$ cat src/rtl/meb_pkg.sv
package meb_pkg;

  localparam int FRAC_BITS = 60;
  localparam int MAX_DIM = 4096;

  localparam int DIM_W = 13;
  localparam int IDX_W = 12;
  localparam int ADDR_W = 26;
  localparam int ITER_W = 16;
  localparam int GRAY_W = 8;
  localparam int GNUM_W = ITER_W + GRAY_W;
  localparam int CFG_IDX_W = 3;

  localparam int DIV_STEPS = 64 + FRAC_BITS;
  localparam int DIV_CNT_W = $clog2(DIV_STEPS);

  typedef logic signed [63:0] fix_t;
  typedef logic [63:0] mag_t;

  localparam fix_t FIX_MAX = 64'sh7FFF_FFFF_FFFF_FFFF;
  localparam fix_t FIX_MIN = 64'sh8000_0000_0000_0000;
  localparam mag_t MAG_MAX = 64'h7FFF_FFFF_FFFF_FFFF;
  localparam mag_t FX_ONE = 64'd1 << FRAC_BITS;
  localparam mag_t FX_TWO = 64'd2 << FRAC_BITS;
  localparam logic [GRAY_W-1:0] GRAY_SCALE = 8'd255;

  localparam logic [CFG_IDX_W-1:0] REG_CENTER_RE = 3'd0;
  localparam logic [CFG_IDX_W-1:0] REG_CENTER_IM = 3'd1;
  localparam logic [CFG_IDX_W-1:0] REG_ZOOM = 3'd2;
  localparam logic [CFG_IDX_W-1:0] REG_LIMIT = 3'd3;
  localparam logic [CFG_IDX_W-1:0] REG_WIDTH = 3'd4;
  localparam logic [CFG_IDX_W-1:0] REG_HEIGHT = 3'd5;

  typedef struct packed {
    fix_t c_re;
    fix_t c_im;
    logic [ADDR_W-1:0] addr;
  } point_t;

  function automatic fix_t sat_add(fix_t a, fix_t b);
    logic signed [64:0] s;
    s = {a[63], a} + {b[63], b};
    if (s[64] != s[63]) begin
      sat_add = s[64] ? FIX_MIN : FIX_MAX;
    end else begin
      sat_add = s[63:0];
    end
  endfunction

  function automatic mag_t mag_of(fix_t a);
    mag_of = a[63] ? (64'd0 - mag_t'(a)) : mag_t'(a);
  endfunction

  function automatic logic [DIM_W-1:0] eff_dim(logic [DIM_W-1:0] d);
    if (d == '0) begin
      eff_dim = DIM_W'(1);
    end else if (d > DIM_W'(MAX_DIM)) begin
      eff_dim = DIM_W'(MAX_DIM);
    end else begin
      eff_dim = d;
    end
  endfunction

endpackage

$ cat src/rtl/meb_fifo.sv
module meb_fifo import meb_pkg::*; (
  input  logic clk,
  input  logic rst,
  input  logic push,
  input  point_t push_data,
  output logic full,
  input  logic pop,
  output point_t pop_data,
  output logic empty
);

  point_t slots [2];
  logic wr_ptr;
  logic rd_ptr;
  logic [1:0] count;

  assign full = (count == 2'd2);
  assign empty = (count == 2'd0);
  assign pop_data = slots[rd_ptr];

  always_ff @(posedge clk) begin
    if (push) begin
      slots[wr_ptr] <= push_data;
    end
  end

  always_ff @(posedge clk) begin
    if (rst) begin
      wr_ptr <= 1'b0;
      rd_ptr <= 1'b0;
      count <= 2'd0;
    end else begin
      if (push) begin
        wr_ptr <= ~wr_ptr;
      end
      if (pop) begin
        rd_ptr <= ~rd_ptr;
      end
      count <= count + {1'b0, push} - {1'b0, pop};
    end
  end

endmodule

$ cat config.mk
export PLATFORM = sky130hd
export DESIGN_NAME = meb_fifo
export DESIGN_NICKNAME = d
export VERILOG_FILES = /design/src/rtl/meb_pkg.sv /design/src/rtl/meb_fifo.sv
export SDC_FILE = /design/constraint.sdc
export NUM_CORES = 1
export LEC_CHECK = 0
export BUFFER_PORTS_ARGS = -buffer_cell sky130_fd_sc_hd__buf_4
export CAP_MARGIN = 20
export CORE_MARGIN = 4
export CORE_UTILIZATION = 25
export DETAILED_ROUTE_END_ITERATION = 8
export HOLD_SLACK_MARGIN = 0.05
export PLACE_DENSITY = 0.44
export SLEW_MARGIN = 0
export SYNTH_ARGS = -nofsm -noshare
export SYNTH_HDL_FRONTEND = slang
export SYNTH_SLANG_ARGS = --single-unit
$ cat constraint.sdc
create_clock -name clk -period 12.4 [get_ports clk]
set_clock_uncertainty 0.05 [all_clocks]
set_input_delay 1.86 -clock clk [delete_from_list [all_inputs] [get_ports clk]]
set_output_delay 1.86 -clock clk [all_outputs]
set_load 0.01 [all_outputs]
# Yosys cells after proc, flatten, opt, wreduce, memory -nomap -nowiden
# Memories as Yosys holds them, arrays and structs flattened. A register that Yosys moved wholly into a read port is not among the register bits.
# Index checks and enable logic that the tools add are counted.
# totals
n_memories	1
register_bits	4
ramBits	308
inputBits	158
elab_cells	14
output_inout_bits	156
# op_classes
eq_ne	1
n_bitwise	2
n_reduce_logical	1
addsub	2
n_mux	4
# memory_table
name	depth	width	rd	rd_clocked_by_memory_dff	wr	line_no	rtl
slots	2	154	1	1	1	meb_fifo.sv:12	point_t slots [2];
# ops
cell	count
$mux 1	4
$add 2x1->2	1
$eq 2x2->1 const B	1
$logic_not 2->1	1
$not 1->1	2
$sub 2x1->2	1

# Depth between registers and ports, before layout
# logic_depth
ltp_word	3
ltp_mapped	6
ltp_nobuf	6

# Worst setup path after synthesis
# No wires, ideal clock.
# synth_path
kind	in2reg
from	in push
to	mem slots[0][0] in the netlist's numbering, enable pin
stages	1
path_slack_ps	3143
required_ps	11662
setup_time_ps	688
arrival_time_ps	8519
n_path_buf	0
path_cell_list	nor2b_1
# synth_via
elab_chain_cells	2
# synth_lines
element	line_no	rtl
start, declared	meb_fifo.sv:4	input logic push,
$mux 1	meb_fifo.sv:22	if (push) begin
$mux 1 (not written as such)	meb_fifo.sv:23	slots[wr_ptr] <= push_data;
end, declared	meb_fifo.sv:12	
# No other way between the ends.

==> metrics <==
outcome=complete, no violations; sequential share of the synthesized area=0.809; Max-slew headroom=0.161; worst r2r path cells=2; fin crit share=0.380; Post-synth EDFFs=308; DP HPWL=17300 um; placed cell count=1401; global-route wire length before repair=39700 um; WP data required=10490 ps; fillers=4405; number of nets in the layout=1001; RR Startpoint=wr_ptr$_SDFFE_PP0P_; CTS buffer count=38; Post-Layout Cell Count=1468; syn nets=660; Die Area=0.0497 mm2; Pre-antenna DRT Iters=4; Clock Tree Root=clkbuf_16; cts repair resizes=0; vias in the first global route=6261; clk_lat worst skew=530 ps; core area=0.0456 mm2; Post-synth ARST share=0; setup repair bufs after CTS=0; Worst Path Max Fanout=57; reg2reg end=slots[1][149]$_DFFE_PP_; Setup violations, final=0; crit path to=pop_data[53]; initial drt markers=213; WL per Instance=18.3 um; Peak VDD IR=0.109 mV; met1 wire length=10800 um; CP Capture Type=primary output; I/O Buffers=313; number of vias in the routed layout=5783; Startpoint Class=flop; I/O pin cnt=314; Initial Utilization=0.254; hold_buf cts=0; synth cell count leaders=edfxtp_1 (308), mux2_2 (94), mux2_4 (60); most numerous cell in the Yosys netlist=edfxtp_1; clock net sink count=313; Power Total=2.61 mW; global route total overflow=0; GPL Wtd Cong=0.731; die height=223 um; Hold Path Class=flop to flop; site row count=78; layout cells sized above 1=0.604; Residual DRC=0; H-tree depth=2; Final ANT Viol Nets=0; Clock Pin Slew Worst Setup and Hold Paths=50 ps; FF+latch count, synth=313; Avg Cell Area, Syn=23.1 um2; synthesized instance count=500; Global Route Usage Sum=0.105; total wire length=26900 um; Hold Violations, Final=0; area growth from synthesis to layout=36.3%; die span in x=223 um; worst slew pin tran=1260 ps; Yosys top cell by area=edfxtp_1; Syn. warnings=0; Synth cell types=13; largest cells by area after synthesis=edfxtp_1 (80%), mux2_2 (9.2%), mux2_4 (7.8%); largest net degree at the start of global routing=155; final max-slew violation count=0; Lkg Pwr=5.91 nW; antenna violations before repair=1; Worst R2R Setup Slack=10180 ps; Post-Syn Area=0.0116 mm2; Critical Path AT=2810 ps; clk buf depth=3; ys flop type=edfxtp_1; share of the synthesized area in the top cell type=0.800; DR vias/cell=3.94; CTS tree=done; critical path class=flop to primary output; Max Cap Viol=0; Final min period=4720 ps; uppermost layer routed=met4; PwrDens=166 mW/mm2; RSZ-0062 raised after global routing=no; Met3 Routed Length=2560 um; met2 routed WL=12900 um; setup tns final=0 ps; Peak Freq=212 MHz
-- worst min-delay path by stage --
stage	start	to	slack (ps)	cells after the start
after global routing	rd_ptr$_SDFFE_PP0P_	rd_ptr$_SDFFE_PP0P_	520	2
final	rd_ptr$_SDFFE_PP0P_	rd_ptr$_SDFFE_PP0P_	460	2
after floorplan	rd_ptr$_SDFFE_PP0P_	flop	430	2
after global placement	rd_ptr$_SDFFE_PP0P_	rd_ptr$_SDFFE_PP0P_	450	2
after detailed placement	rd_ptr$_SDFFE_PP0P_	rd_ptr$_SDFFE_PP0P_	450	2
after CTS	rd_ptr$_SDFFE_PP0P_	rd_ptr$_SDFFE_PP0P_	470	2
-- layer usage --
metal / GRT usage / vias to the layer above
met1: 0.124 / 2868
met3: 0.0499 / 45
met2: 0.172 / 188
li1: - / 2682
met4: 0.0314 / 0
met5: 0 / -
-- critical path, cell delays in order (launching register included) --
cell and delay [ps]:
dfxtp_4 730, buf_4 870, mux2_2 440, buf_4 150
-- area by class of cell --
type | count | area [um2] | area share
Sequential cell | 313 | 9350 | 0.593
Timing Repair Buffer | 318 | 2400 | 0.152
Multi-Input combinational cell | 168 | 2080 | 0.132
Clock buffer | 52 | 1080 | 0.0684
Tap cell | 600 | 751 | 0.0476
Clock inverter | 14 | 90.1 | 0.00572
Inverter | 2 | 7.51 | 0.000476
Antenna cell | 1 | 2.50 | 0.000159
-- layout by cell type (no fill, tap or decap) --
cell and n:
nor2b_1 2, edfxtp_1 308, clkbuf_8 1, bufinv_16 1, dfxtp_4 1, ha_1 2
clkinv_2 5, mux2_4 60, inv_1 2, mux2_2 94, buf_12 1, buf_4 317
diode_2 1, clkbuf_1 10, xnor3_1 1, xnor2_1 2, inv_6 1, clkbuf_16 41
clkinv_1 7, nor2b_4 1, dfxtp_1 4, and2_4 1, nor2_1 5
-- sequential cells by signal, indices dropped and copies added, names as in the netlist, named ones only --
| name | cells |
|---|---|
| slots | 308 |
| count | 2 |
| rd_ptr | 1 |
| wr_ptr | 1 |
-- kinds of logic after synthesis --
group,Yosys count,share of synthesized area
DFF,313,0.809
adders and majority gates,2,0.00216
xor gates and xnor gates,3,0.00346
and+or+nand+nor,9,0.00379
muxes,154,0.169
buffers and inverters,19,0.0123
-- per-stage QoR --
step	hold slack, ps	worst slack (ps)	utilization	area, um2
finish	461	7680	0.346	15800
global route	524	7460	0.346	15800
CTS	466	7530	0.346	15800
detailed placement	452	8130	0.320	14600
global placement	445	8130	0.320	14600
floorplan	430	3140	-	11600
-- where the power goes --
| part | switching (mW) | total (mW) | internal, mW |
|---|---|---|---|
| clock network | 0.411 | 1.04 | 0.625 |
| registers | 0.0193 | 1.26 | 1.24 |
| logic | 0.145 | 0.319 | 0.174 |
| total | 0.574 | 2.61 | 2.04 |
No activity file was read; power rests on OpenSTA's default activity.
