File: src/rtl/meb_pkg.sv
package meb_pkg;

  localparam int FRAC_BITS = 60;
  localparam int MAX_DIM = 4096;

  localparam int DIM_W = 13;
  localparam int IDX_W = 12;
  localparam int ADDR_W = 26;
  localparam int ITER_W = 16;
  localparam int GRAY_W = 8;
  localparam int GNUM_W = ITER_W + GRAY_W;
  localparam int CFG_IDX_W = 3;

  localparam int DIV_STEPS = 64 + FRAC_BITS;
  localparam int DIV_CNT_W = $clog2(DIV_STEPS);

  typedef logic signed [63:0] fix_t;
  typedef logic [63:0] mag_t;

  localparam fix_t FIX_MAX = 64'sh7FFF_FFFF_FFFF_FFFF;
  localparam fix_t FIX_MIN = 64'sh8000_0000_0000_0000;
  localparam mag_t MAG_MAX = 64'h7FFF_FFFF_FFFF_FFFF;
  localparam mag_t FX_ONE = 64'd1 << FRAC_BITS;
  localparam mag_t FX_TWO = 64'd2 << FRAC_BITS;
  localparam logic [GRAY_W-1:0] GRAY_SCALE = 8'd255;

  localparam logic [CFG_IDX_W-1:0] REG_CENTER_RE = 3'd0;
  localparam logic [CFG_IDX_W-1:0] REG_CENTER_IM = 3'd1;
  localparam logic [CFG_IDX_W-1:0] REG_ZOOM = 3'd2;
  localparam logic [CFG_IDX_W-1:0] REG_LIMIT = 3'd3;
  localparam logic [CFG_IDX_W-1:0] REG_WIDTH = 3'd4;
  localparam logic [CFG_IDX_W-1:0] REG_HEIGHT = 3'd5;

  typedef struct packed {
    fix_t c_re;
    fix_t c_im;
    logic [ADDR_W-1:0] addr;
  } point_t;

  function automatic fix_t sat_add(fix_t a, fix_t b);
    logic signed [64:0] s;
    s = {a[63], a} + {b[63], b};
    if (s[64] != s[63]) begin
      sat_add = s[64] ? FIX_MIN : FIX_MAX;
    end else begin
      sat_add = s[63:0];
    end
  endfunction

  function automatic mag_t mag_of(fix_t a);
    mag_of = a[63] ? (64'd0 - mag_t'(a)) : mag_t'(a);
  endfunction

  function automatic logic [DIM_W-1:0] eff_dim(logic [DIM_W-1:0] d);
    if (d == '0) begin
      eff_dim = DIM_W'(1);
    end else if (d > DIM_W'(MAX_DIM)) begin
      eff_dim = DIM_W'(MAX_DIM);
    end else begin
      eff_dim = d;
    end
  endfunction

endpackage

File: src/rtl/meb_div.sv
module meb_div import meb_pkg::*; (
  input  logic clk,
  input  logic rst,
  input  logic start,
  input  mag_t dividend,
  input  mag_t divisor,
  output logic done,
  output mag_t quotient
);

  logic busy;
  logic [DIV_CNT_W-1:0] cnt;
  mag_t num;
  mag_t den;
  mag_t rem;
  mag_t quo;
  logic ovf;
  logic [64:0] trial;
  logic [64:0] diff;

  assign trial = {rem, num[63]};
  assign diff = trial - {1'b0, den};
  assign quotient = ovf ? MAG_MAX : quo;

  always_ff @(posedge clk) begin
    if (rst) begin
      busy <= 1'b0;
      done <= 1'b0;
    end else begin
      done <= 1'b0;
      if (start) begin
        busy <= 1'b1;
        cnt <= '0;
        num <= dividend;
        den <= divisor;
        rem <= '0;
        quo <= '0;
        ovf <= 1'b0;
      end else if (busy) begin
        num <= {num[62:0], 1'b0};
        if (quo[63:62] != 2'b00) begin
          ovf <= 1'b1;
        end
        if (!diff[64]) begin
          rem <= diff[63:0];
          quo <= {quo[62:0], 1'b1};
        end else begin
          rem <= trial[63:0];
          quo <= {quo[62:0], 1'b0};
        end
        if (cnt == DIV_CNT_W'(DIV_STEPS - 1)) begin
          busy <= 1'b0;
          done <= 1'b1;
        end
        cnt <= cnt + 1'b1;
      end
    end
  end

endmodule

File: src/rtl/meb_front.sv
module meb_front import meb_pkg::*; (
  input  logic clk,
  input  logic rst,
  input  logic in_valid,
  output logic in_ready,
  input  logic [IDX_W-1:0] pixel_col,
  input  logic [IDX_W-1:0] pixel_row,
  input  fix_t center_re,
  input  fix_t center_im,
  input  mag_t zoom,
  input  logic [DIM_W-1:0] width_eff,
  input  logic [DIM_W-1:0] height_eff,
  output logic push,
  output point_t push_data,
  input  logic full
);

  localparam logic [2:0] F_IDLE = 3'd0;
  localparam logic [2:0] F_ADDR = 3'd1;
  localparam logic [2:0] F_ADDR2 = 3'd2;
  localparam logic [2:0] F_D1 = 3'd3;
  localparam logic [2:0] F_W1 = 3'd4;
  localparam logic [2:0] F_D2 = 3'd5;
  localparam logic [2:0] F_W2 = 3'd6;
  localparam logic [2:0] F_PUSH = 3'd7;

  logic [2:0] state;
  logic axis;
  logic [IDX_W-1:0] col;
  logic [IDX_W-1:0] row;
  logic [IDX_W+DIM_W-1:0] prod;
  logic [ADDR_W-1:0] addr;
  logic [ADDR_W-1:0] addr_sum;
  fix_t c_re;
  fix_t c_im;
  logic tneg;
  mag_t tmag;
  fix_t t;
  fix_t cval;
  logic div_start;
  mag_t div_a;
  mag_t div_d;
  logic div_done;
  mag_t div_q;
  logic [IDX_W-1:0] idx;
  logic [DIM_W-1:0] dim;

  assign in_ready = (state == F_IDLE);
  assign idx = axis ? row : col;
  assign dim = axis ? height_eff : width_eff;
  assign div_start = (state == F_D1) || (state == F_D2);
  assign div_a = (state == F_D1) ? mag_t'({idx, 1'b0}) : tmag;
  assign div_d = (state == F_D1) ? mag_t'(dim) : zoom;
  assign t = fix_t'(div_q) - fix_t'(FX_ONE);
  assign cval = sat_add(tneg ? (fix_t'(0) - fix_t'(div_q)) : fix_t'(div_q),
                        axis ? center_im : center_re);
  assign addr_sum = ADDR_W'(prod) + ADDR_W'(col);
  assign push = (state == F_PUSH) && !full;
  assign push_data = '{c_re: c_re, c_im: c_im, addr: addr};

  meb_div u_div (
    .clk(clk),
    .rst(rst),
    .start(div_start),
    .dividend(div_a),
    .divisor(div_d),
    .done(div_done),
    .quotient(div_q)
  );

  always_ff @(posedge clk) begin
    if (rst) begin
      state <= F_IDLE;
    end else begin
      case (state)
        F_IDLE: begin
          if (in_valid) begin
            col <= pixel_col;
            row <= pixel_row;
            state <= F_ADDR;
          end
        end
        F_ADDR: begin
          prod <= (IDX_W + DIM_W)'(row) * (IDX_W + DIM_W)'(width_eff);
          state <= F_ADDR2;
        end
        F_ADDR2: begin
          addr <= {addr_sum[ADDR_W-3:0], 2'b00};
          axis <= 1'b0;
          state <= F_D1;
        end
        F_D1: state <= F_W1;
        F_W1: begin
          if (div_done) begin
            tneg <= t[63];
            tmag <= mag_of(t);
            state <= F_D2;
          end
        end
        F_D2: state <= F_W2;
        F_W2: begin
          if (div_done) begin
            if (!axis) begin
              c_re <= cval;
              axis <= 1'b1;
              state <= F_D1;
            end else begin
              c_im <= cval;
              state <= F_PUSH;
            end
          end
        end
        F_PUSH: begin
          if (!full) begin
            state <= F_IDLE;
          end
        end
        default: state <= F_IDLE;
      endcase
    end
  end

endmodule

File: config.mk
export PLATFORM = sky130hd
export DESIGN_NAME = meb_front
export DESIGN_NICKNAME = d
export VERILOG_FILES = /design/src/rtl/meb_pkg.sv /design/src/rtl/meb_div.sv /design/src/rtl/meb_front.sv
export SDC_FILE = /design/constraint.sdc
export NUM_CORES = 1
export LEC_CHECK = 0
export ABC_CLOCK_PERIOD_IN_PS = 9700
export BUFFER_PORTS_ARGS = -buffer_cell sky130_fd_sc_hd__buf_2
export CAP_MARGIN = 20
export CORE_MARGIN = 4
export CORE_UTILIZATION = 45
export CTS_CLUSTER_DIAMETER = 30
export DETAILED_ROUTE_END_ITERATION = 12
export PLACE_DENSITY = 0.66
export SETUP_SLACK_MARGIN = 0.4
export SLEW_MARGIN = 20
export SYNTH_ARGS = -nofsm -noshare
export SYNTH_HDL_FRONTEND = slang
export SYNTH_SLANG_ARGS = --single-unit
File: constraint.sdc
create_clock -name clk -period 9.7 [get_ports clk]
set_input_delay 0.485 -clock clk [delete_from_list [all_inputs] [get_ports clk]]
set_output_delay 0.485 -clock clk [all_outputs]
set_load 0.02 [all_outputs]
# Word-level counts from Yosys, hierarchy flattened
# Cells that the tools add are included.
# totals
ff_bits	535
latch_bits	0
mem_bits_rw	0
mem_bits_ro	0
inputBits	246
out_inout_bits	156
word_cells	95
memories	0
# op_classes
add_sub_neg	7
mul	1
n_div	0
order_cmp	0
eq_ne	13
shift	0
n_mux	31
bitwise	3
reduce_logical	20
# op_table
cell	count
64-bit two-way mux	11
1-bit by 64-bit subtractor with 64-bit output (first input constant)	2
64-bit by 64-bit adder with 65-bit output	1
65-bit by 64-bit subtractor with 65-bit output	1
64-bit by 62-bit subtractor with 64-bit output (second input constant)	1
63-bit two-way mux	1
13-bit two-way mux	2
24-bit by 12-bit adder with 24-bit output	1
12-bit by 13-bit multiplier with 24-bit output	1
3-bit one-hot mux with 8 select lines	1
3-bit two-way mux	5
3-bit equality test (second input constant)	4
12-bit two-way mux	1
3-bit AND reduction	4
4-bit AND reduction	3
1-bit two-way mux	8
2-bit AND reduction	4
2-bit nonzero test	4
7-bit by 1-bit adder with 7-bit output (second input constant)	1
7-bit equality test (second input constant)	1
7-bit two-way mux	1
3-bit by 2-bit equality test with 1-bit output (second input constant)	2
2-bit by 1-bit != test with 1-bit output (second input constant)	2
2-bit != test (second input constant)	2
9 further kinds	11

# Logic depth before layout (Yosys ltp)
# logic_depth
ltp_word	6
ltp_mapped	32
ltp_nobuf	25

# Modules after synthesis
# Synthesis repeated with hierarchy kept, for this count alone.
# hier_totals
hier_cells	3647
hier_area_um2	37355.8
# modules_own_cells
mod	n_inst	cells_each	area_per_inst_um2	seq_area_each_um2
meb_front	1	2274	22307.6	8047.7
meb_div	1	1373	15048.2	7967.6

# Worst setup path before layout
# Ideal clock, no wire load.
# synth_timing
kind	register to register
startpoint	reg state[2]
endpoint	reg u_div.ovf, enable pin
setup_ns	0.317
t_arrival_ns	10.323
slack_ns	-0.940
path_stages_with_launch	9
path_cell_list	dfxtp_1 -> nor2b_1 -> and2_1 -> clkbuf_1 -> nand2b_1 -> clkbuf_1 -> nor2_1 -> nor2_1 -> o31a_1
# synth_between
elab_chain_len	4
# synth_rtl
item	line	text
start, declared	meb_front.sv:27	logic [2:0] state;
start signal, assigned	meb_front.sv:73	state <= F_IDLE;
start signal, assigned	meb_front.sv:80	state <= F_ADDR;
start signal, assigned	meb_front.sv:85	state <= F_ADDR2;
3-bit by 2-bit equality test with 1-bit output / 3-bit equality test (equally long branches)	meb_front.sv:51	assign div_start = (state == F_D1) || (state == F_D2);
1-bit logical OR (*)	meb_front.sv:51	
2-bit nonzero test (no line)	n/a	
3-bit AND reduction (no line) (*)	n/a	
end signal, assigned	meb_div.sv:38	ovf <= 1'b0;
end signal, assigned	meb_div.sv:42	ovf <= 1'b1;
end, declared	meb_div.sv:17	logic ovf;
# Mark *: on every way between the ends. The rest lies on a longest branch, timed or not.
# A chain may end at the register's enable or synchronous reset.

# Worst setup path after layout
# layout_timing
startpoint	reg u_div.ovf
endpoint	reg c_im[62] (data pin)
# layout_between
elab_chain_len	6
# layout_rtl
item	line	text
64-bit two-way mux (*)	meb_div.sv:23	assign quotient = ovf ? MAG_MAX : quo;
1-bit by 64-bit subtractor with 64-bit output	meb_front.sv:55	assign cval = sat_add(tneg ? (fix_t'(0) - fix_t'(div_q)) : fix_t'(div_q),
64-bit two-way mux (*)	meb_front.sv:55	
64-bit by 64-bit adder with 65-bit output (*)	meb_pkg.sv:42	s = {a[63], a} + {b[63], b};
64-bit two-way mux / 1-bit != test (equally long branches)	meb_pkg.sv:44, meb_pkg.sv:43	
64-bit two-way mux (*)	meb_pkg.sv:43	if (s[64] != s[63]) begin
net cval[62]	meb_front.sv:39	fix_t cval;
end signal, assigned	meb_front.sv:108	c_im <= cval;
end, declared	meb_front.sv:35	fix_t c_im;
# Mark *: on every way through the listed nets, which the timed path passes. The rest lies on a longest branch.

==> reports/qor.csv <==
stage;metric;value;unit
grt;first-pass GRT wire length;161000;µm
critical_path;CP max stage delay;680;ps
detailed_routing;final wirelength;105000;µm
sta;fin crit period;8450;ps
grt;vias in the first global route;28100;
cells_and_area;fill count;7202;
place;Routability Congestion;0.940;
yosys;Synth area leaders;edfxtp_1, ha_1, fa_1;
place;DP Area;0.0401;mm²
detailed_routing;drt first pass iters;5;
floorplanning;IO Count;402;
floorplanning;Die H;296;µm
yosys;Cells after Synth;3684;
power_and_ir_drop;Lkg Pwr;0.0187;µW
floorplanning;num rows;105;
floorplanning;initial core utilization;45.4;%
status;outcome;complete, no violations;
yosys;syn_area_per_cell;10.1;µm²
clocking;CTS tree;yes;
power_and_ir_drop;Pint;6360;µW
floorplanning;width of the die;296;µm
power_and_ir_drop;switching fraction of total power;30.1;%
sta;final setup vio count;0;
place;Port Buffer Count;399;
yosys;post-synth top area share;42.8;%
sta;final period utilization;87.2;%
grt;total grt overflow;0;
yosys;leading area contributor after synthesis;edfxtp_1;
yosys;synthesized area;0.0372;mm²
critical_path;critical path's top delay family;simple AND/OR/NAND/NOR gates;
yosys;EDFF count, synth;530;
detailed_routing;vias;29200;
yosys;main flop type after synthesis;edfxtp_1;
sta;Post-Route Skew;47.7;ps
critical_path;critical path type;reg2reg;
sta;final hold viol count;0;
grt;initial antenna violation count;4;
critical_path;startpoint types;flop;
power_and_ir_drop;Max VDD drop;167;µV
detailed_routing;routed len/inst;20.0;µm
detailed_routing;# DRC;0;
power_and_ir_drop;clock power share;45.3;%
sta;Slew HR;30.2;%
clocking;total CTS buffers;118;
critical_path;largest fanout on the critical path;31;
power_and_ir_drop;P per Cell Area;204;mW/mm²
cells_and_area;layout cells sized above 1;18.6;%
sta;RSZ-0062 raised after global routing;no;
power_and_ir_drop;combinational power share;23.8;%
critical_path;Crit path arrival time;8820;ps
yosys;synth unique cells;79;
critical_path;Critical-path top delay cell;or4_1;
sta;timing-limited maximum frequency;0.118;GHz
sta;Worst Tran Pin Value;1050;ps
grt;Tot GR Track Use;23.5;%
clocking;clock-pin slew on the worst setup and hold paths;50;ps
flow_run;Max-Cap Viols;0;
cells_and_area;area delta synth->final;19.7;%
floorplanning;Total Die Area;0.0874;mm²
sta;WHS;88.5;ps
clocking;H-Tree Depth;3;
detailed_routing;vias per cell;5.57;
place;post-DP HPWL;76500;µm
critical_path;CP endpoint kind;flop;
critical_path;Worst Path Buf+Inv;3;
critical_path;R2R depth;27;
grt;largest net degree at the start of global routing;115;
cells_and_area;nets;4626;
cells_and_area;post-layout util;54.4;%
sta;Slew Limit Fails;0;
worst_hold_path;hold depth;2;
power_and_ir_drop;Sw Pwr;2740;µW
power_and_ir_drop;Flop pwr share;30.9;%
detailed_routing;initial DRC count;2266;
critical_path;Worst Path Required;10060;ps
yosys;Post-synth ARST share;0;%
cells_and_area;final instance area;0.0446;mm²
clocking;clock tree buffer depth;3;
clocking;Sink Count;535;
worst_hold_path;Tightest Hold Check Type;in2reg;
yosys;Yosys reg bits;535;
critical_path;Stages on worst setup path;27;
yosys;number of synthesis warnings;0;
sta;Setup TNS Final;0;ps
clocking;Clock Latency Late Sink;690;ps
yosys;sequential area share after synthesis;43.0;%
floorplanning;Core Area;0.0820;mm²
clocking;Root Buffer;clkbuf_16;
detailed_routing;Antenna Nets Post-Route;0;
worst reg2reg max path, cell delays in order, from the launching register on:
cell      delay [ps]
edfxtp_1         670
nor2_1           260
ha_1             250
nor3b_1          420
nand2_1          190
or4_1            520
nor4_1           340
nand4_1          290
or4_1            680
nor4_1           400
nand2_1          190
nor3_1           330
mux2i_1          230
o22ai_1          100
ha_1             420
nand2_1          150
o21ai_0          210
a21o_1           250
o21ai_0          200
a21oi_1          100
a21o_1           180
a211oi_1         250
buf_4            200
nor2_2            30
buf_4            260
a21oi_4          500
buf_4            340
o21ai_0          190
final timing paths:
check,from,endpoint,slack (ps)
worst min register to register,u_div.busy,u_div.done,480
worst max register to register,u_div.ovf,c_im[62],1250
worst max-delay path,u_div.ovf,c_im[62],1250
worst min-delay path,zoom[58],u_div.den[58],90
cells in the final DEF, fill, tap and decap left out, types with 21 or more instances in the layout:
cell and instances:
nand3_1 42, edfxtp_1 530, o21bai_1 53, nor2_1 250, nand4_1 35, dlygate4sd3_1 24
inv_1 272, nor2b_1 36, mux2_2 67, a21o_1 105, o211ai_1 31, fa_1 112
clkbuf_16 118, buf_2 399, o21ai_0 213, a211oi_1 43, and2_1 174, buf_4 30
xor2_1 101, and3_1 45, mux2i_1 80, nand2_1 323, clkinvlp_4 21, xnor2_1 112
nand2b_1 28, ha_1 204, a22o_1 51, a21oi_1 254, nor3_1 61
cell families after synthesis:
family / share of synthesized area [%]
AOI/OAI and AO/OA: 14.9
DFF: 43.0
adders and majority gates: 12.9
xor gates and xnor gates: 5.08
and+or+nand+nor: 15.1
muxes: 4.18
other: 0.0101
buffers and inverters: 4.77
per-stage QoR:
step                cells  setup WS, ps  power [µW]
floorplan            3685          2310        4430
global placement     4989          1380        4980
detailed placement   4989          1220        4990
CTS                  5237          1160        9170
global route         5237           463        9600
finish               5240          1250        9110
synth_stat cells (19+ instances only):
library cell / count
edfxtp_1: 530
nand2_1: 323
inv_1: 273
a21oi_1: 255
nor2_1: 255
o21ai_0: 213
ha_1: 205
and2_1: 175
clkbuf_1: 173
xnor2_1: 114
fa_1: 112
a21o_1: 105
xor2_1: 102
mux2i_1: 80
mux2_2: 67
nor3_1: 62
o21bai_1: 53
a22o_1: 51
and3_1: 46
a211oi_1: 43
nand3_1: 42
nor2b_1: 36
nand4_1: 35
o211ai_1: 31
nand2b_1: 29
buf_1: 19
o22ai_1: 19
or3_1: 19
or3b_2: 19
state kept, by name, summed over array words and instances, names as in the netlist, 3 cells and up:
signal / flops
u_div.den: 64
c_re: 64
prod: 24
u_div.num: 64
addr: 24
row: 12
col: 12
state: 3
u_div.rem: 64
tmag: 64
u_div.cnt: 7
u_div.quo: 64
c_im: 64
repair_timing:
action	CTS	global route
endpoints found under the setup margin	0	40
resized for setup	0	1
setup buffers	0	0
hold endpoints to repair	24	0
hold buffers	24	0
power groups by stage:
| stage | Sequential, µW | Combinational, µW | Clock, µW |
|---|---|---|---|
| floorplan | 2840 | 1580 | 0 |
| global placement | 2860 | 2120 | 0 |
| detailed placement | 2860 | 2130 | 0 |
| CTS | 2820 | 2170 | 4190 |
| global route | 2820 | 2460 | 4320 |
| finish | 2820 | 2160 | 4130 |
routing by layer:
| metal | GRT usage (%) | up-vias | part of all wire, % |
|---|---|---|---|
| met4 | 6.34 | 2 | 2.4 |
| met5 | 0 | - | 0.012 |
| met3 | 3.88 | 148 | 6.7 |
| met1 | 33.8 | 14100 | 45 |
| li1 | - | 14000 | - |
| met2 | 37.0 | 1043 | 46 |
layout make-up:
type,count,area (µm²),area share (%)
multi-input combinational,2681,19500,43.8
sequential,535,16000,35.9
clock buffer,125,2980,6.68
timing repair buffer,454,2470,5.55
tap,1070,1340,3.00
clock inverter,99,1190,2.68
inverter,273,1030,2.31
antenna,3,7.51,0.0168
Note: power is estimated with default switching activity, not from simulation.
