**src/rtl/meb_pkg.sv**
```systemverilog
package meb_pkg;

  localparam int FRAC_BITS = 60;
  localparam int MAX_DIM = 4096;

  localparam int DIM_W = 13;
  localparam int IDX_W = 12;
  localparam int ADDR_W = 26;
  localparam int ITER_W = 16;
  localparam int GRAY_W = 8;
  localparam int GNUM_W = ITER_W + GRAY_W;
  localparam int CFG_IDX_W = 3;

  localparam int DIV_STEPS = 64 + FRAC_BITS;
  localparam int DIV_CNT_W = $clog2(DIV_STEPS);

  typedef logic signed [63:0] fix_t;
  typedef logic [63:0] mag_t;

  localparam fix_t FIX_MAX = 64'sh7FFF_FFFF_FFFF_FFFF;
  localparam fix_t FIX_MIN = 64'sh8000_0000_0000_0000;
  localparam mag_t MAG_MAX = 64'h7FFF_FFFF_FFFF_FFFF;
  localparam mag_t FX_ONE = 64'd1 << FRAC_BITS;
  localparam mag_t FX_TWO = 64'd2 << FRAC_BITS;
  localparam logic [GRAY_W-1:0] GRAY_SCALE = 8'd255;

  localparam logic [CFG_IDX_W-1:0] REG_CENTER_RE = 3'd0;
  localparam logic [CFG_IDX_W-1:0] REG_CENTER_IM = 3'd1;
  localparam logic [CFG_IDX_W-1:0] REG_ZOOM = 3'd2;
  localparam logic [CFG_IDX_W-1:0] REG_LIMIT = 3'd3;
  localparam logic [CFG_IDX_W-1:0] REG_WIDTH = 3'd4;
  localparam logic [CFG_IDX_W-1:0] REG_HEIGHT = 3'd5;

  typedef struct packed {
    fix_t c_re;
    fix_t c_im;
    logic [ADDR_W-1:0] addr;
  } point_t;

  function automatic fix_t sat_add(fix_t a, fix_t b);
    logic signed [64:0] s;
    s = {a[63], a} + {b[63], b};
    if (s[64] != s[63]) begin
      sat_add = s[64] ? FIX_MIN : FIX_MAX;
    end else begin
      sat_add = s[63:0];
    end
  endfunction

  function automatic mag_t mag_of(fix_t a);
    mag_of = a[63] ? (64'd0 - mag_t'(a)) : mag_t'(a);
  endfunction

  function automatic logic [DIM_W-1:0] eff_dim(logic [DIM_W-1:0] d);
    if (d == '0) begin
      eff_dim = DIM_W'(1);
    end else if (d > DIM_W'(MAX_DIM)) begin
      eff_dim = DIM_W'(MAX_DIM);
    end else begin
      eff_dim = d;
    end
  endfunction

endpackage

```
**src/rtl/meb_mul.sv**
```systemverilog
module meb_mul import meb_pkg::*; (
  input  logic clk,
  input  logic rst,
  input  logic start,
  input  mag_t a,
  input  mag_t b,
  output logic done,
  output mag_t result
);

  logic busy;
  logic [1:0] cnt;
  mag_t ra;
  mag_t rb;
  logic [127:0] acc;
  logic [31:0] ah;
  logic [31:0] bh;
  logic [63:0] part;
  logic [127:0] part_sh;
  mag_t res;

  assign ah = cnt[1] ? ra[63:32] : ra[31:0];
  assign bh = cnt[0] ? rb[63:32] : rb[31:0];
  assign part = 64'(ah) * 64'(bh);

  always_comb begin
    case (cnt)
      2'd0: part_sh = {64'd0, part};
      2'd3: part_sh = {part, 64'd0};
      default: part_sh = {32'd0, part, 32'd0};
    endcase
  end

  assign res = acc[FRAC_BITS+63:FRAC_BITS];
  assign result = ((acc[127:FRAC_BITS+64] != '0) || res[63]) ? MAG_MAX : res;

  always_ff @(posedge clk) begin
    if (rst) begin
      busy <= 1'b0;
      done <= 1'b0;
    end else begin
      done <= 1'b0;
      if (start) begin
        busy <= 1'b1;
        cnt <= 2'd0;
        ra <= a;
        rb <= b;
        acc <= '0;
      end else if (busy) begin
        acc <= acc + part_sh;
        cnt <= cnt + 1'b1;
        if (cnt == 2'd3) begin
          busy <= 1'b0;
          done <= 1'b1;
        end
      end
    end
  end

endmodule

```
**src/rtl/meb_back.sv**
```systemverilog
module meb_back import meb_pkg::*; (
  input  logic clk,
  input  logic rst,
  input  logic empty,
  input  point_t pop_data,
  output logic pop,
  input  logic [ITER_W-1:0] iteration_limit,
  output logic out_valid,
  input  logic out_ready,
  output logic [ITER_W-1:0] escape_count,
  output logic [GRAY_W-1:0] gray_level,
  output logic [ADDR_W-1:0] byte_address
);

  localparam logic [2:0] B_IDLE = 3'd0;
  localparam logic [2:0] B_CHECK = 3'd1;
  localparam logic [2:0] B_MUL = 3'd2;
  localparam logic [2:0] B_MWAIT = 3'd3;
  localparam logic [2:0] B_UPD = 3'd4;
  localparam logic [2:0] B_UPD2 = 3'd5;
  localparam logic [2:0] B_GRAY = 3'd6;
  localparam logic [2:0] B_DONE = 3'd7;

  localparam int GCNT_W = $clog2(GNUM_W);

  logic [2:0] state;
  point_t pt;
  fix_t re;
  fix_t im;
  fix_t re2;
  fix_t im2;
  fix_t pm;
  fix_t dbl;
  fix_t dif;
  fix_t re_n;
  fix_t im_n;
  logic pneg;
  logic [ITER_W-1:0] iter;
  logic [1:0] msel;
  logic mul_start;
  mag_t mul_a;
  mag_t mul_b;
  logic mul_done;
  mag_t mul_r;
  logic [GNUM_W-1:0] gnum;
  logic [GNUM_W-1:0] gq;
  logic [ITER_W-1:0] grem;
  logic [GCNT_W-1:0] gcnt;
  logic [ITER_W:0] gtrial;
  logic [ITER_W:0] gdiff;
  logic out_free;

  assign pop = (state == B_IDLE) && !empty;
  assign mul_start = (state == B_MUL);
  assign mul_a = (msel == 2'd1) ? mag_of(im) : mag_of(re);
  assign mul_b = (msel == 2'd0) ? mag_of(re) : mag_of(im);
  assign re_n = sat_add(dif, pt.c_re);
  assign im_n = sat_add(dbl, pt.c_im);
  assign gtrial = {grem, gnum[GNUM_W-1]};
  assign gdiff = gtrial - {1'b0, iteration_limit};
  assign out_free = !out_valid || out_ready;

  meb_mul u_mul (
    .clk(clk),
    .rst(rst),
    .start(mul_start),
    .a(mul_a),
    .b(mul_b),
    .done(mul_done),
    .result(mul_r)
  );

  always_ff @(posedge clk) begin
    if (rst) begin
      state <= B_IDLE;
      out_valid <= 1'b0;
    end else begin
      if (out_valid && out_ready && (state != B_DONE)) begin
        out_valid <= 1'b0;
      end
      case (state)
        B_IDLE: begin
          if (!empty) begin
            pt <= pop_data;
            re <= '0;
            im <= '0;
            iter <= '0;
            state <= B_CHECK;
          end
        end
        B_CHECK: begin
          if (iter < iteration_limit) begin
            msel <= 2'd0;
            pneg <= re[63] ^ im[63];
            state <= B_MUL;
          end else begin
            gnum <= GNUM_W'(iter) * GNUM_W'(GRAY_SCALE);
            gq <= '0;
            grem <= '0;
            gcnt <= '0;
            state <= (iteration_limit == '0) ? B_DONE : B_GRAY;
          end
        end
        B_MUL: state <= B_MWAIT;
        B_MWAIT: begin
          if (mul_done) begin
            case (msel)
              2'd0: re2 <= fix_t'(mul_r);
              2'd1: im2 <= fix_t'(mul_r);
              default: pm <= fix_t'(mul_r);
            endcase
            if (msel == 2'd2) begin
              state <= B_UPD;
            end else begin
              msel <= msel + 1'b1;
              state <= B_MUL;
            end
          end
        end
        B_UPD: begin
          dbl <= sat_add(pneg ? (fix_t'(0) - pm) : pm, pneg ? (fix_t'(0) - pm) : pm);
          dif <= sat_add(re2, fix_t'(0) - im2);
          state <= B_UPD2;
        end
        B_UPD2: begin
          re <= re_n;
          im <= im_n;
          if ((mag_of(re_n) > FX_TWO) || (mag_of(im_n) > FX_TWO)) begin
            gnum <= GNUM_W'(iter) * GNUM_W'(GRAY_SCALE);
            gq <= '0;
            grem <= '0;
            gcnt <= '0;
            state <= B_GRAY;
          end else begin
            iter <= iter + 1'b1;
            state <= B_CHECK;
          end
        end
        B_GRAY: begin
          gnum <= {gnum[GNUM_W-2:0], 1'b0};
          if (!gdiff[ITER_W]) begin
            grem <= gdiff[ITER_W-1:0];
            gq <= {gq[GNUM_W-2:0], 1'b1};
          end else begin
            grem <= gtrial[ITER_W-1:0];
            gq <= {gq[GNUM_W-2:0], 1'b0};
          end
          gcnt <= gcnt + 1'b1;
          if (gcnt == GCNT_W'(GNUM_W - 1)) begin
            state <= B_DONE;
          end
        end
        B_DONE: begin
          if (out_free) begin
            escape_count <= iter;
            gray_level <= gq[GRAY_W-1:0];
            byte_address <= pt.addr;
            out_valid <= 1'b1;
            state <= B_IDLE;
          end
        end
        default: state <= B_IDLE;
      endcase
    end
  end

endmodule

```
**config.mk**
```make
export PLATFORM = sky130hd
export DESIGN_NAME = meb_back
export DESIGN_NICKNAME = d
export VERILOG_FILES = /design/src/rtl/meb_pkg.sv /design/src/rtl/meb_mul.sv /design/src/rtl/meb_back.sv
export SDC_FILE = /design/constraint.sdc
export NUM_CORES = 2
export LEC_CHECK = 0
export ABC_AREA = 0
export BUFFER_PORTS_ARGS = -buffer_cell sky130_fd_sc_hd__buf_4
export CORE_AREA = 5 5 654 656
export CTS_BUF_LIST = sky130_fd_sc_hd__clkbuf_16
export CTS_CLUSTER_SIZE = 8
export DETAILED_ROUTE_END_ITERATION = 6
export DIE_AREA = 0 0 659 661
export SLEW_MARGIN = 20
export SYNTH_ARGS = -nofsm -noshare
export SYNTH_HDL_FRONTEND = slang
export SYNTH_HIERARCHICAL = 1
export SYNTH_SLANG_ARGS = --single-unit
export TNS_END_PERCENT = 5
```
**constraint.sdc**
```tcl
create_clock -name clk -period 22.6 [get_ports clk]
set_input_delay 3.39 -clock clk [delete_from_list [all_inputs] [get_ports clk]]
set_output_delay 3.39 -clock clk [all_outputs]
set_load 0.02 [all_outputs]
```
# Word-level counts from Yosys, hierarchy flattened
# Index checks and enable logic that the tools add are counted.
op_classes:
  magnitude_cmp: 3
  n_reduce_logical: 33
  mul: 2
  eq_ne: 25
  bitwise: 5
  n_shift: 0
  add_sub_neg: 16
  n_mux: 61
  div: 0
ops:
  columns: ["op", "count"]
  rows:
  - ["$mux 64", 17]
  - ["$sub 1x64->64 const A", 6]
  - ["$add 64x64->65", 4]
  - ["$pmux 128 s2", 1]
  - ["$pmux 64 s2", 2]
  - ["$add 128x128->128", 1]
  - ["$gt 64x62->1 const B", 2]
  - ["$mux 128", 1]
  - ["$mux 16", 5]
  - ["$pmux 24 s3", 1]
  - ["$mul 32x32->64", 1]
  - ["$mux 32", 2]
  - ["$mux 24", 2]
  - ["$pmux 16 s3", 1]
  - ["$pmux 16 s2", 1]
  - ["$mul 16x8->24 const B", 1]
  - ["$pmux 3 s8", 1]
  - ["$pmux 8 s3", 1]
  - ["$reduce_and 4->1", 6]
  - ["$mux 3", 7]
  - ["$sub 17x16->17", 1]
  - ["$add 16x1->16 const B", 1]
  - ["$logic_not 16->1", 1]
  - ["$lt 16x16->1", 1]
  - ["other kinds (33)", 78]
totals:
  latch_bits: 0
  elab_cells: 173
  output_inout_bits: 52
  romBits: 0
  ramBits: 0
  regBits: 988
  n_memories: 0

# Longest topological paths before layout
depth:
  word_depth: 9
  mapped_depth: 45
  depth_no_buf: 40

# Hierarchy
# Netlist, hierarchy kept.
modules_own_cells:
  columns: ["module", "area_each_um2", "cells_per_inst", "instances"]
  rows:
  - ["meb_back", 53005.8, 5427, 1]
  - ["meb_mul", 51938.6, 5771, 1]

# Worst setup path before layout
# OpenSTA, ideal clock, no wires.
synth_path:
  path_kind: "input -> register"
  from: "input port rst"
  to: "register dbl[0] (enable)"
  n_path_buf: 1
  setup_time_ps: 975
  arrival_ps: 16671
  required_ps: 21625
  cell_stages: 2
  setup_slack_ps: 4954
  path_cell_list: "clkbuf_1 -> nor4b_1"
synth_between:
  elab_chain_len: 2
synth_rtl:
  columns: ["item", "line_no", "source"]
  rows:
  - ["start: declaration", "meb_back.sv:3", "input logic rst,"]
  - ["$not 1->1 (no line)", null, null]
  - ["$reduce_and 2->1 (no line)", null, null]
  - ["end signal: assignment", "meb_back.sv:121", "dbl <= sat_add(pneg ? (fix_t'(0) - pm) : pm, pneg ? (fix_t'(0) - pm) : pm);"]
  - ["end: declaration", "meb_back.sv:33", "fix_t dbl;"]
# Every way passes these cells.
# A chain may end at the register's enable or synchronous reset.

# Final worst setup path
layout_path:
  from: "register u_mul.cnt[1]"
  to: "register u_mul.acc[107] (data pin)"
layout_between:
  elab_chain_len: 5
layout_rtl:
  columns: ["item", "line_no", "source"]
  rows:
  - ["start: declaration", "meb_mul.sv:12", "logic [1:0] cnt;"]
  - ["start signal: assignment", "meb_mul.sv:51", "cnt <= cnt + 1'b1;"]
  - ["$mux 32", "meb_mul.sv:22", "assign ah = cnt[1] ? ra[63:32] : ra[31:0];"]
  - ["$mul 32x32->64", "meb_mul.sv:24", "assign part = 64'(ah) * 64'(bh);"]
  - ["$pmux 128 s2 (*)", "meb_mul.sv:27", "case (cnt)"]
  - ["$add 128x128->128 (*)", "meb_mul.sv:50", "acc <= acc + part_sh;"]
  - ["$mux 128 (*)", "meb_mul.sv:49", "end else if (busy) begin"]
  - ["end signal: assignment", "meb_mul.sv:50", null]
  - ["end: declaration", "meb_mul.sv:15", "logic [127:0] acc;"]
# Every way passes the cells marked *; elsewhere a longest branch is shown, timed or not. The select of a mux whose other input is x is not followed.

==> results by group <==
Floorplan
  – Die Span X: between 600 and 700 um
  – IO Count: about 230
  – Die Y: roughly 660 um
  – Core ar.: 421600 um^2
  – Starting Density: 0.2489
  – Row cnt: 239
  – Die Area: 435600 um^2

Clocking
  – Clk slew on worst S/H paths: 0.05 ns
  – Sink Count: 988
  – Clk Latency, worst-skew pair: 0.85 ns
  – CTS max path bufs: 4
  – Post-CTS Hold Fix Bufs: 0
  – Root Driver: clkbuf_16
  – H-tree Lvls: 4
  – CTS buffer count: about 150
  – CTS-repair resized insts: 0
  – # Post-CTS Setup Buffers: 0
  – CTS tree: built

Synth
  – Sequential-to-total area share from yosys stat: 0.2821
  – Post-synth ARST share: 0
  – Synthesized flop and latch total: 988
  – Post-synth top flop: edfxtp_1
  – EDFF count, synth: 982
  – Synth Warn #: 6
  – Unique masters post-synth: 139
  – Mapped Cells: between 10000 and 15000
  – Post-synthesis net count: 13030
  – Synthesized area per cell: 9.372 um^2
  – Synth Cell Area: 104900 um^2

Timing
  – Final hold violations: 0
  – Final setup vio count: 0
  – Final hold slack: 0.4056 ns
  – Final Critical Period: approximately 15 ns
  – Tcrit/Tclk final: 0.6508
  – Final Skew: 0.1183 ns
  – RSZ-0062 raised after global routing: no
  – Peak Freq: 67.99 MHz
  – TNS Setup: 0 ns
  – Slew @ Worst Pin: 1.277 ns
  – Rel. slew slack: 0.1424
  – Fin. max-slew vios: 0

Global route
  – First-pass GRT wire length: 565500 um
  – GRT overflow: 0
  – Number of global-route vias before repair: 85680
  – Largest net degree at the start of global routing: 82
  – Initial antenna violation count: 10
  – Total Routing Usage GR: 0.1704

Setup path
  – Crit path DAT: 15.19 ns
  – Worst setup SP type: flop
  – WP data required: 23.08 ns
  – CP dominant cell by count: fa_1
  – CP peak stage delay: 0.83 ns
  – Worst-path maximum fanout: 52
  – Critical path class: flop to flop
  – Slowest-stage cell, CP: buf_4
  – Critical Path End Type: flop

Detailed routing
  – Total Wirelength: 382600 um
  – DR WL/cell: 22.82 um
  – Routed vias: 86930
  – DRT iter0 DRCs: 8612
  – Vias per cell: 5.185
  – DRC viols: 27
  – Iteration count of the initial detailed-routing pass: 7
  – DRT antenna net count: 0

Finish
  – Final nets: approximately 13000
  – Most frequent cells in the layout: nor2_1, inv_1, nand2_1
  – Final core occ: 0.2773
  – Final instance area: 116900 um^2
  – Layout cells sized above 1: 0.07455
  – P&R area growth vs syn: 11.41%
  – Leading cell type in the layout, fill and taps excluded: nor2_1

Place
  – DP Area: 112900 um^2
  – Gpl congestion: 0.9981
  – I/O Buffers: 225
  – Post-DP HPWL: 303500 um

Job
  – Max Cap Viol: 0

Min path
  – Min-delay worst type: flop to flop

Run status
  – Outcome: complete, but fails checks
  – Failing checks: design-rule violations
[per-stage QoR]
step,worst slack (ns),cells
2_1_floorplan,4.954,11200
3_3_place_gp,8.259,16580
3_5_place_dp,8.425,16580
4_1_cts,8.332,16760
5_1_grt,7.434,16760
6_report,7.892,16760
[logic make-up (layout without fill, tap and decap cells)]
kind of cell               after synthesis  count (layout)  synth area share
and+or+nand+nor                       3680            3680            0.1626
AOI/OAI and AO/OA                     2306            2306            0.1448
adders and majority gates             1679            1679            0.2692
buffers and inverters                 1649            1665           0.06169
DFF                                    988             988            0.2821
xor gates and xnor gates               584             584           0.04888
muxes                                  311             311           0.03065
other                                    1               8        0.00003573
[area by class of cell]
cell class                 count  area (um^2)
tap                         5543         6935
clock buffer                 154         3854
sequential                   988        29610
inverter                    1108         4159
clock inverter                26        192.7
antenna                        7        17.52
multi-input combinational   8561        69320
fill                       44610       304700
timing repair buffer         377         2830
[routing by layer]
layer,up-vias,track usage,share of wire
li1,38930,-,-
met1,43380,0.2261,0.42
met2,3820,0.2673,0.44
met3,793,0.02899,0.080
met4,10,0.08634,0.060
met5,-,0,0.00015
[worst paths after layout]
path,start,endpoint,slack [ns],cells past startpoint
setup / recovery,u_mul/cnt[1]$_SDFFCE_PP0P_,u_mul/acc[107]$_SDFFCE_PP0P_,7.89,36
hold / removal,pt[7]$_DFFE_PP_,byte_address[7]$_DFFE_PP_,0.41,0
setup reg to reg,u_mul/cnt[1]$_SDFFCE_PP0P_,u_mul/acc[107]$_SDFFCE_PP0P_,7.89,36
hold reg to reg,pt[7]$_DFFE_PP_,byte_address[7]$_DFFE_PP_,0.41,0
[cell usage after synthesis, types with 21 or more instances]
cell type | count | area (um^2)
o21a_1 | 85 | 638.1
o41ai_1 | 45 | 394.1
nor3_1 | 183 | 915.9
and2_1 | 142 | 888.4
buf_1 | 36 | 135.1
a2111oi_0 | 22 | 192.7
mux2i_1 | 233 | 2332
buf_2 | 24 | 120.1
ha_1 | 689 | 8621
a211oi_1 | 56 | 420.4
o21ai_0 | 435 | 2177
nand3_1 | 168 | 840.8
a21o_1 | 255 | 1914
o211ai_1 | 37 | 277.8
and4_1 | 25 | 219.0
a21boi_0 | 39 | 292.8
nor2_1 | 1330 | 4992
mux2_2 | 74 | 833.3
inv_1 | 1105 | 4148
a211o_1 | 23 | 201.4
or2_2 | 36 | 225.2
nor2b_1 | 68 | 425.4
o21bai_1 | 72 | 540.5
clkbuf_1 | 450 | 1689
o22ai_1 | 22 | 137.6
xor2_1 | 318 | 2785
nand2_1 | 1021 | 3832
or3_1 | 142 | 888.4
a22o_1 | 55 | 481.7
a31oi_1 | 80 | 500.5
a21oi_1 | 656 | 3283
or4_1 | 69 | 518.0
nor4_1 | 67 | 419.2
a21oi_2 | 21 | 183.9
nand2b_1 | 90 | 563.0
xnor2_1 | 264 | 2312
fa_1 | 971 | 19440
and3_1 | 62 | 387.9
edfxtp_1 | 982 | 29490
nand4_1 | 182 | 1139
o31ai_1 | 101 | 758.2
a221oi_1 | 24 | 210.2
[worst max-delay path, delay by kind of cell (launching register included)]
family                   cells  cell delay [ns]
multiplexers                 1             0.82
buffers and inverters        4             0.97
flip-flops                   1             0.79
adder cells (fa/ha/maj)     10             4.26
XOR/XNOR                     2             1.01
AND/OR/NAND/NOR              8             1.60
AO/OA/AOI/OAI               11             4.83
[state kept, by name, indices dropped and copies added, names as in the netlist, 2 cells and up]
name and count:
escape_count 16, u_mul/cnt 2, re 64, gray_level 8
msel 2, state 3, re2 64, u_mul/acc 128
pt 154, im2 64, u_mul/ra 64, pm 64
gq 8, gcnt 5, iter 16, u_mul/rb 64
im 64, byte_address 26, gnum 24, dbl 64
dif 64, grem 16
Power is left out: the tool's default activity adds up to more than one toggle a clock period on the data nets, which glitch-free logic cannot reach.
